--- config.mk ---
export PLATFORM = sky130hd
export DESIGN_NAME = sorted_wakeup_timer_queue
export DESIGN_NICKNAME = d
export VERILOG_FILES = /design/src/sv/swtq_pkg.sv /design/src/sv/sorted_wakeup_timer_queue.sv /design/src/sv/swtq_cell.sv
export SDC_FILE = /design/constraint.sdc
export NUM_CORES = 2
export LEC_CHECK = 0
export BUFFER_PORTS_ARGS = -buffer_cell sky130_fd_sc_hd__buf_2
export CORE_MARGIN = 2
export CORE_UTILIZATION = 40
export CTS_CLUSTER_DIAMETER = 80
export CTS_CLUSTER_SIZE = 20
export DETAILED_ROUTE_END_ITERATION = 6
export GPL_TIMING_DRIVEN = 0
export REMOVE_ABC_BUFFERS = 1
export SLEW_MARGIN = 40
export SYNTH_ARGS = -nofsm -noshare
export SYNTH_HDL_FRONTEND = slang
export SYNTH_SLANG_ARGS = --single-unit
export TNS_END_PERCENT = 50
--- constraint.sdc ---
create_clock -name clock -period 22.2 [get_ports clock]
set_clock_uncertainty 0.15 [all_clocks]
set_input_delay 4.44 -clock clock [delete_from_list [all_inputs] [get_ports clock]]
set_output_delay 4.44 -clock clock [all_outputs]
set_load 0.02 [all_outputs]
--- src/sv/swtq_pkg.sv ---
// Shared types, codes and helpers for the sorted wakeup timer queue.
`default_nettype none

package swtq_pkg;

   localparam int QUEUE_DEPTH = 16;
   localparam int TICK_W      = 63;
   localparam int DUR_W       = 32;
   localparam int PRIO_W      = 6;
   localparam int THREAD_W    = 8;
   localparam int KIND_W      = 3;

   localparam logic OP_TICK  = 1'b0;
   localparam logic OP_SLEEP = 1'b1;

   localparam logic [KIND_W-1:0] KIND_ACCEPTED = 3'd0;
   localparam logic [KIND_W-1:0] KIND_IGNORED  = 3'd1;
   localparam logic [KIND_W-1:0] KIND_FULL     = 3'd2;
   localparam logic [KIND_W-1:0] KIND_WOKEN    = 3'd3;
   localparam logic [KIND_W-1:0] KIND_NONE     = 3'd4;

   typedef enum logic [1:0] {
      ST_IDLE,
      ST_EXEC,
      ST_INSERT,
      ST_POP
   } state_type;

   typedef struct packed {
      logic [TICK_W-1:0]   wake;
      logic [PRIO_W-1:0]   prio;
      logic [THREAD_W-1:0] thread;
   } entry_type;

   // broadcast from the controller to every cell
   typedef struct packed {
      logic              insert;
      logic              pop;
      entry_type         new_entry;
      logic [TICK_W-1:0] tick;
   } cmd_type;

   // true when a new entry (wake, prio) sorts ahead of stored entry e
   function automatic logic goes_before(input logic [TICK_W-1:0] wake,
                                        input logic [PRIO_W-1:0] prio,
                                        input entry_type e);
      logic res;
      if (wake != e.wake) res = (wake < e.wake);
      else                res = (prio > e.prio);
      return res;
   endfunction

endpackage

`default_nettype wire

--- src/sv/sorted_wakeup_timer_queue.sv ---
// Top level: controller, tick counter and chain of queue cells.
//
//  channel  ports                                   direction  beat taken when
//  -------  --------------------------------------  ---------  -------------------------
//  request  start, busy, req_operation,             in         start && !busy
//           req_sleep_ticks, req_priority_req,
//           req_thread_id
//  result   rsp_valid, rsp_kind, rsp_woken_thread,  out        every cycle rsp_valid is high
//           rsp_tick_now, rsp_last
//
// Steps: a sleep request that is ignored or rejected gives its beat from the EXEC
// state through the result register; an accepted one passes EXEC (wake tick add), then
// INSERT (one insert step in every cell at once). A tick passes EXEC (counter step),
// then the first POP step, and gives one more beat per cycle for each further due entry:
// one pop step of the cell chain per beat.
// busy drops in the cycle the final beat (rsp_last) is shown.
// Reset clears the counter, the fill count and the controller; cell contents are
// left as they are and only slots below the fill count are ever read.
// The receiver cannot stall: every rsp_valid beat is taken in its cycle.
`default_nettype none

module sorted_wakeup_timer_queue #(
   parameter int QUEUE_DEPTH = swtq_pkg::QUEUE_DEPTH
) (
   input  wire logic                           clock,
   input  wire logic                           reset,
   input  wire logic                           start,
   output logic                                busy,
   input  wire logic                           req_operation,
   input  wire logic signed [swtq_pkg::DUR_W-1:0] req_sleep_ticks,
   input  wire logic [swtq_pkg::PRIO_W-1:0]    req_priority_req,
   input  wire logic [swtq_pkg::THREAD_W-1:0]  req_thread_id,
   output logic                                rsp_valid,
   output logic [swtq_pkg::KIND_W-1:0]         rsp_kind,
   output logic [swtq_pkg::THREAD_W-1:0]       rsp_woken_thread,
   output logic [swtq_pkg::TICK_W-1:0]         rsp_tick_now,
   output logic                                rsp_last
);

   localparam int CNT_W = $clog2(QUEUE_DEPTH + 1);

   // controller state
   swtq_pkg::state_type state_ff, state_in;
   logic [CNT_W-1:0]    count_ff, count_in;
   logic [swtq_pkg::TICK_W-1:0] tick_ff, tick_in;
   logic [swtq_pkg::TICK_W-1:0] wake_ff, wake_in;

   // latched request beat
   logic                          op_ff, op_in;
   logic [swtq_pkg::DUR_W-1:0]    dur_ff, dur_in;
   logic [swtq_pkg::PRIO_W-1:0]   prio_ff, prio_in;
   logic [swtq_pkg::THREAD_W-1:0] thr_ff, thr_in;

   // result register
   logic                          rsp_valid_ff, rsp_valid_in;
   logic [swtq_pkg::KIND_W-1:0]   rsp_kind_ff, rsp_kind_in;
   logic [swtq_pkg::THREAD_W-1:0] rsp_thr_ff, rsp_thr_in;
   logic [swtq_pkg::TICK_W-1:0]   rsp_tick_ff, rsp_tick_in;
   logic                          rsp_last_ff, rsp_last_in;

   swtq_pkg::cmd_type   cmd;
   swtq_pkg::entry_type cell_entry [QUEUE_DEPTH];
   logic [QUEUE_DEPTH-1:0] cell_before;
   logic [QUEUE_DEPTH-1:0] cell_due;
   logic [QUEUE_DEPTH-1:0] occ;

   logic                 accept;
   logic                 nonpositive;
   logic                 full;
   logic [swtq_pkg::TICK_W:0] wake_sum;

   assign accept      = start && !busy;
   assign busy        = (state_ff != swtq_pkg::ST_IDLE);
   assign nonpositive = (dur_ff == '0) || dur_ff[swtq_pkg::DUR_W-1];
   assign full        = (count_ff == CNT_W'(QUEUE_DEPTH));
   // duration is positive here, so it fits in 31 bits; saturate on carry out
   assign wake_sum    = {1'b0, tick_ff} +
                        (swtq_pkg::TICK_W+1)'(dur_ff[swtq_pkg::DUR_W-2:0]);

   // occupancy of each slot follows from the fill count
   always_comb begin
      for (int i = 0; i < QUEUE_DEPTH; i++) begin
         occ[i] = (CNT_W'(i) < count_ff);
      end
   end

   // ---------------- cell chain ----------------
   generate
      for (genvar g = 0; g < QUEUE_DEPTH; g++) begin : g_cell
         swtq_pkg::entry_type prev_entry;
         swtq_pkg::entry_type next_entry;
         logic                prev_before;

         if (g == 0) begin : g_head
            assign prev_entry  = cmd.new_entry;
            assign prev_before = 1'b0;
         end else begin : g_mid
            assign prev_entry  = cell_entry[g-1];
            assign prev_before = cell_before[g-1];
         end

         if (g == QUEUE_DEPTH - 1) begin : g_tail
            assign next_entry = cell_entry[g];
         end else begin : g_inner
            assign next_entry = cell_entry[g+1];
         end

         swtq_cell u_cell (
            .clock         (clock),
            .cmd_i         (cmd),
            .occ_i         (occ[g]),
            .prev_entry_i  (prev_entry),
            .prev_before_i (prev_before),
            .next_entry_i  (next_entry),
            .entry_o       (cell_entry[g]),
            .before_o      (cell_before[g]),
            .due_o         (cell_due[g])
         );
      end
   endgenerate

   // ---------------- controller ----------------
   always_comb begin
      state_in     = state_ff;
      count_in     = count_ff;
      tick_in      = tick_ff;
      wake_in      = wake_ff;
      op_in        = op_ff;
      dur_in       = dur_ff;
      prio_in      = prio_ff;
      thr_in       = thr_ff;
      rsp_valid_in = 1'b0;
      rsp_kind_in  = rsp_kind_ff;
      rsp_thr_in   = rsp_thr_ff;
      rsp_tick_in  = rsp_tick_ff;
      rsp_last_in  = rsp_last_ff;

      cmd.insert           = 1'b0;
      cmd.pop              = 1'b0;
      cmd.new_entry.wake   = wake_ff;
      cmd.new_entry.prio   = prio_ff;
      cmd.new_entry.thread = thr_ff;
      cmd.tick             = tick_ff;

      unique case (state_ff)
         swtq_pkg::ST_IDLE: begin
            if (accept) begin
               op_in    = req_operation;
               dur_in   = req_sleep_ticks;
               prio_in  = req_priority_req;
               thr_in   = req_thread_id;
               state_in = swtq_pkg::ST_EXEC;
            end
         end
         swtq_pkg::ST_EXEC: begin
            if (op_ff == swtq_pkg::OP_TICK) begin
               tick_in  = tick_ff + swtq_pkg::TICK_W'(1);   // wraps modulo 2^63
               state_in = swtq_pkg::ST_POP;
            end else if (nonpositive || full) begin
               rsp_valid_in = 1'b1;
               rsp_kind_in  = nonpositive ? swtq_pkg::KIND_IGNORED : swtq_pkg::KIND_FULL;
               rsp_thr_in   = thr_ff;
               rsp_tick_in  = tick_ff;
               rsp_last_in  = 1'b1;
               state_in     = swtq_pkg::ST_IDLE;
            end else begin
               wake_in  = wake_sum[swtq_pkg::TICK_W] ? '1
                                                     : wake_sum[swtq_pkg::TICK_W-1:0];
               state_in = swtq_pkg::ST_INSERT;
            end
         end
         swtq_pkg::ST_INSERT: begin
            cmd.insert   = 1'b1;
            count_in     = count_ff + CNT_W'(1);
            rsp_valid_in = 1'b1;
            rsp_kind_in  = swtq_pkg::KIND_ACCEPTED;
            rsp_thr_in   = thr_ff;
            rsp_tick_in  = tick_ff;
            rsp_last_in  = 1'b1;
            state_in     = swtq_pkg::ST_IDLE;
         end
         swtq_pkg::ST_POP: begin
            rsp_valid_in = 1'b1;
            rsp_tick_in  = tick_ff;
            if (occ[0] && cell_due[0]) begin
               // head is due: report it and shift the chain toward the head
               cmd.pop     = 1'b1;
               count_in    = count_ff - CNT_W'(1);
               rsp_kind_in = swtq_pkg::KIND_WOKEN;
               rsp_thr_in  = cell_entry[0].thread;
               rsp_last_in = !(occ[1] && cell_due[1]);
               if (rsp_last_in) state_in = swtq_pkg::ST_IDLE;
            end else begin
               // only reached on the first pop step: nothing due this tick
               rsp_kind_in = swtq_pkg::KIND_NONE;
               rsp_thr_in  = '0;
               rsp_last_in = 1'b1;
               state_in    = swtq_pkg::ST_IDLE;
            end
         end
         default: state_in = swtq_pkg::ST_IDLE;
      endcase
   end

   always_ff @(posedge clock) begin
      if (reset) begin
         state_ff     <= swtq_pkg::ST_IDLE;
         count_ff     <= '0;
         tick_ff      <= '0;
         rsp_valid_ff <= 1'b0;
      end else begin
         state_ff     <= state_in;
         count_ff     <= count_in;
         tick_ff      <= tick_in;
         rsp_valid_ff <= rsp_valid_in;
      end
   end

   always_ff @(posedge clock) begin
      wake_ff     <= wake_in;
      op_ff       <= op_in;
      dur_ff      <= dur_in;
      prio_ff     <= prio_in;
      thr_ff      <= thr_in;
      rsp_kind_ff <= rsp_kind_in;
      rsp_thr_ff  <= rsp_thr_in;
      rsp_tick_ff <= rsp_tick_in;
      rsp_last_ff <= rsp_last_in;
   end

   assign rsp_valid        = rsp_valid_ff;
   assign rsp_kind         = rsp_kind_ff;
   assign rsp_woken_thread = rsp_thr_ff;
   assign rsp_tick_now     = rsp_tick_ff;
   assign rsp_last         = rsp_last_ff;

   // ---------------- assertions ----------------
   a_count_bound: assert property (@(posedge clock) disable iff (reset)
      count_ff <= CNT_W'(QUEUE_DEPTH))
      else $error("fill count above queue depth");

   a_no_insert_full: assert property (@(posedge clock) disable iff (reset)
      cmd.insert |-> !full)
      else $error("insert into a full queue");

   a_no_pop_empty: assert property (@(posedge clock) disable iff (reset)
      cmd.pop |-> count_ff != '0)
      else $error("pop from an empty queue");

   a_last_idle: assert property (@(posedge clock) disable iff (reset)
      (rsp_valid && rsp_last) |-> state_ff == swtq_pkg::ST_IDLE)
      else $error("controller busy after final beat");

   a_more_pop: assert property (@(posedge clock) disable iff (reset)
      (rsp_valid && !rsp_last) |-> state_ff == swtq_pkg::ST_POP)
      else $error("non-final beat outside a pop run");

endmodule

`default_nettype wire

--- src/sv/swtq_cell.sv ---
// One slot of the sorted queue: holds an entry, shifts up on insert, down on pop.
`default_nettype none

module swtq_cell (
   input  wire logic              clock,
   input  wire swtq_pkg::cmd_type cmd_i,
   input  wire logic              occ_i,         // slot holds a live entry
   input  wire swtq_pkg::entry_type prev_entry_i, // neighbor toward head
   input  wire logic              prev_before_i,
   input  wire swtq_pkg::entry_type next_entry_i, // neighbor toward tail
   output swtq_pkg::entry_type    entry_o,
   output logic                   before_o,
   output logic                   due_o
);

   swtq_pkg::entry_type entry_ff;
   swtq_pkg::entry_type entry_in;

   // empty slots always accept the new entry or a shifted one
   assign before_o = !occ_i ||
                     swtq_pkg::goes_before(cmd_i.new_entry.wake, cmd_i.new_entry.prio,
                                           entry_ff);
   assign due_o    = (entry_ff.wake <= cmd_i.tick);
   assign entry_o  = entry_ff;

   always_comb begin
      entry_in = entry_ff;
      if (cmd_i.insert && before_o) begin
         entry_in = prev_before_i ? prev_entry_i : cmd_i.new_entry;
      end else if (cmd_i.pop) begin
         entry_in = next_entry_i;
      end
   end

   always_ff @(posedge clock) begin
      entry_ff <= entry_in;
   end

endmodule

`default_nettype wire
==> summary.txt <==
Routing
  – Detailed Routing Iterations Pass 1: 6
  – DRT iter0 DRCs: approximately 7000
  – Final WL: about 320000 um
  – Wire per inst: around 22 um
  – Vias per Instance: ~5.8
  – Vias: 82200
  – Final ANT Viol Nets: 0
  – Post-route DRC: 0

STA
  – RSZ-0062 raised after global routing: false
  – Fin crit period: 7250 ps
  – Hold WS: 340 ps
  – Final period util: about a third
  – Worst slew pin tran: about 900 ps
  – Setup violators final: 0
  – Slew Limit Fails: 0
  – Final Hold Fails: 0
  – Slew HR: ~40%
  – Maximum clock rate: 138 MHz

Die
  – Die Wd: approximately 520 um
  – Io pins: approximately 130
  – Die extent in y: 519 um
  – Starting density of the core: around two fifths
  – Row count: ~190
  – Die area: 269000 um^2
  – Core ar.: roughly 260000 um^2

Min path
  – HP Start: tick_ff[61]$_SDFFE_PP0P_
  – HP Class: register to register

Layout
  – Nets: about 12000
  – Fin util: between 40% and 50%
  – Final std cells w/o fill: 14300
  – Layout area overhead: 12.4%
  – Layout cells sized above 1: 9.59%
  – Fillers: ~25000
  – FF/Latch Area: about 44000 um^2
  – Footprint of the multi-input gates: 56000 um^2

Yosys
  – Mapped Area: around 110000 um^2
  – Synth area leaders: edfxtp_1 (40%), ha_1 (15%), mux2i_1 (11%), o21ai_0 (6.5%), inv_1 (4.3%)
  – Synth Register Bits: around 1500
  – Post-Syn Instances: 10600
  – Syn_area_per_cell: 10.0 um^2
  – Number of flops mapped to enable cells by yosys: approximately 1400
  – Asr flop ratio synth: 0%
  – Synth area leader: edfxtp_1
  – Synth warnings: 0
  – Post-synth top area share: roughly two fifths
  – Seq/Total Area, Yosys: 41.4%
  – Top_reg_cell synth: edfxtp_1
  – Unique masters post-synth: 86

Setup path
  – RR Startpoint: wake_ff[0]$_SDFFCE_PP1P_
  – R2R setup slack: approximately 15000 ps
  – Worst Setup Start Kind: register
  – CP startpoint: wake_ff[0]$_SDFFCE_PP1P_
  – R2R depth: 24
  – Reg2reg end: g_cell[13].u_cell.entry_o[17]$_DFFE_PP_
  – Crit path arrival time: around 7600 ps
  – Worst Path Required: ~23000 ps
  – CP Max Fanout: 19
  – Worst Setup EP: g_cell[13].u_cell.entry_o[17]$_DFFE_PP_
  – WS Path Type: register to register
  – CP endpoint kind: register

Place
  – Placer Congestion: between 0.9 and 1
  – HPWL after detailed placement: around 250000 um
  – Cell count after placement: between 10000 and 15000
  – I/O Buffers: between 100 and 150

GRT
  – GRT Total Usage: 22.8%
  – Pin count of the biggest net entering global routing: 64
  – First-pass GRT wire length: 490000 um
  – Vias in the first global route: 81600
  – Grt ovf: 0
  – Initial antenna violation count: 3

Clocking
  – CTS Buf Count: 113
  – Post-CTS Setup Inserts: 0
  – Reg clk slew, reported paths: approximately 90 ps
  – Clk sinks: 1488
  – Clock tree buffer depth: 3
  – Worst skew pair latency: around 820 ps
  – Post-CTS Resized: 0
  – CTS tree: yes
  – Hold_buf cts: 0
  – Max H-tree Level: 3
  – CTS root buf: clkbuf_16

Pwr
  – Maximum VDD drop: a little under 60 uV
  – Pwr dens: 53.5 nW/um^2
  – P_leak: between 40 and 50 nW
  – Total Power: around 0.0064 W

Status
  – Outcome: completed

Run
  – Max cap viols: 0
[per-layer routing]
metal  global-route usage, %  up-vias  wire length [um]
li1                        -    39300                 -
met1                    31.4    40000            144000
met4                    11.9        0             17400
met5                       0        -                 0
met3                    1.93      441             15100
met2                    35.8     2448            141000
[cells in the mapped netlist (15+ instances only)]
cell       number
mux2i_1      1185
nor2b_1        33
o21ai_0      1368
inv_1        1204
ha_1         1266
a31oi_1       180
a21oi_1       504
nand4_1       266
mux2_2        151
a41o_1         78
nand2_1       624
nor3_1         79
dfxtp_1        71
a21o_1        136
o31ai_1        28
a21boi_0       24
clkbuf_1      483
or3_1          25
edfxtp_1     1417
nand3_1       206
and4_1         37
xnor2_1        58
nor4_1         56
o21bai_1       17
and3_1         38
o211ai_1       31
a211oi_1       62
a221oi_1       40
nor2_1        442
buf_1          27
nand2b_1       28
nand3b_1       15
a2111oi_0      94
buf_2          83
or2_2          22
o21a_1         35
[metrics by stage]
step                      TNS (ps)  cell area [um^2]  setup slack (ps)
final                            0            119000             14950
after global routing             0            119000             14620
after detailed placement         0            115000             14970
after CTS                        0            119000             14940
after floorplan            -137440            104000             -1780
after global placement           -            109000            -25870
[power breakdown]
| group | internal (W) | total [W] | switching (W) |
|---|---|---|---|
| clock network | 0.00107 | 0.00225 | 0.00118 |
| logic | 0.000327 | 0.000818 | 0.000491 |
| registers | 0.00322 | 0.00331 | 0.0000981 |
[sequential cells by signal, summed over array words and instances (netlist names)]
| signal | count |
|---|---|
| rsp_kind | 3 |
| rsp_woken_thread | 8 |
| state_ff | 2 |
| g_cell.u_cell.entry_o | 1232 |
| rsp_last | 1 |
| rsp_valid | 1 |
| tick_ff | 63 |
| op_ff | 1 |
| prio_ff | 6 |
| dur_ff | 32 |
| count_ff | 5 |
| thr_ff | 8 |
| wake_ff | 63 |
| rsp_tick_now | 63 |
[worst max-delay path, stage by stage (launching register included)]
cell,delay [ps]
edfxtp_1,880
inv_2,460
ha_1,420
nand3_1,60
nor2_1,80
nand2_1,300
nor4_2,590
a41oi_1,460
o311ai_2,340
buf_4,270
buf_2,210
buf_2,250
buf_2,200
buf_2,220
buf_4,190
buf_4,160
buf_2,210
buf_4,190
buf_4,180
buf_2,190
buf_2,220
buf_2,230
buf_2,210
a41o_1,190
nor2_1,50
[cell type report]
cell class / count / share of cell area, %
Tap cell: 3533 / 3.71
Inverter: 1204 / 3.79
Sequential cell: 1488 / 36.9
Clock buffer: 129 / 2.53
Antenna cell: 2 / 0.00420
Timing Repair Buffer: 540 / 5.38
Clock inverter: 77 / 0.734
Multi-Input combinational cell: 7297 / 47.0
[cells in the final DEF, fill, tap and decap left out, types with 70 or more instances in the layout]
cell type / instances
nand3_1: 203
edfxtp_1: 1417
buf_2: 162
nor3_1: 75
inv_1: 1202
a2111oi_0: 92
a21oi_1: 501
dfxtp_1: 70
nand2_1: 609
buf_6: 151
o21ai_0: 1362
nand4_1: 266
a31oi_1: 176
a21o_1: 136
mux2_2: 151
ha_1: 1266
a41o_1: 78
buf_8: 112
nor2_1: 435
clkbuf_16: 119
mux2i_1: 1185
[kinds of logic (layout without fill, tap and decap cells)]
kind of cell / after synthesis / after routing / synth area share (%)
AOI/OAI and AO/OA: 2715 / 2715 / 15.1
and+or+nand+nor: 1906 / 1906 / 8.55
buffers and inverters: 1812 / 1950 / 6.57
DFF: 1488 / 1488 / 41.4
muxes: 1337 / 1337 / 12.8
adders and majority gates: 1267 / 1267 / 14.9
xor gates and xnor gates: 72 / 72 / 0.594
other: 0 / 2 / 0
[worst min-delay path by stage]
| stage | end | slack (ps) | cells past startpoint |
|---|---|---|---|
| global route | rsp_tick_now[61]$_DFFE_PP_ | 340 | 0 |
| global placement | rsp_tick_now[61]$_DFFE_PP_ | 310 | 0 |
| detailed placement | rsp_tick_now[61]$_DFFE_PP_ | 300 | 0 |
| CTS | rsp_tick_now[61]$_DFFE_PP_ | 330 | 0 |
| finish | rsp_tick_now[61]$_DFFE_PP_ | 340 | 0 |
| floorplan | rsp_tick_now[61]$_DFFE_PP_ | 260 | 0 |
No activity file was read; power rests on OpenSTA's default activity.
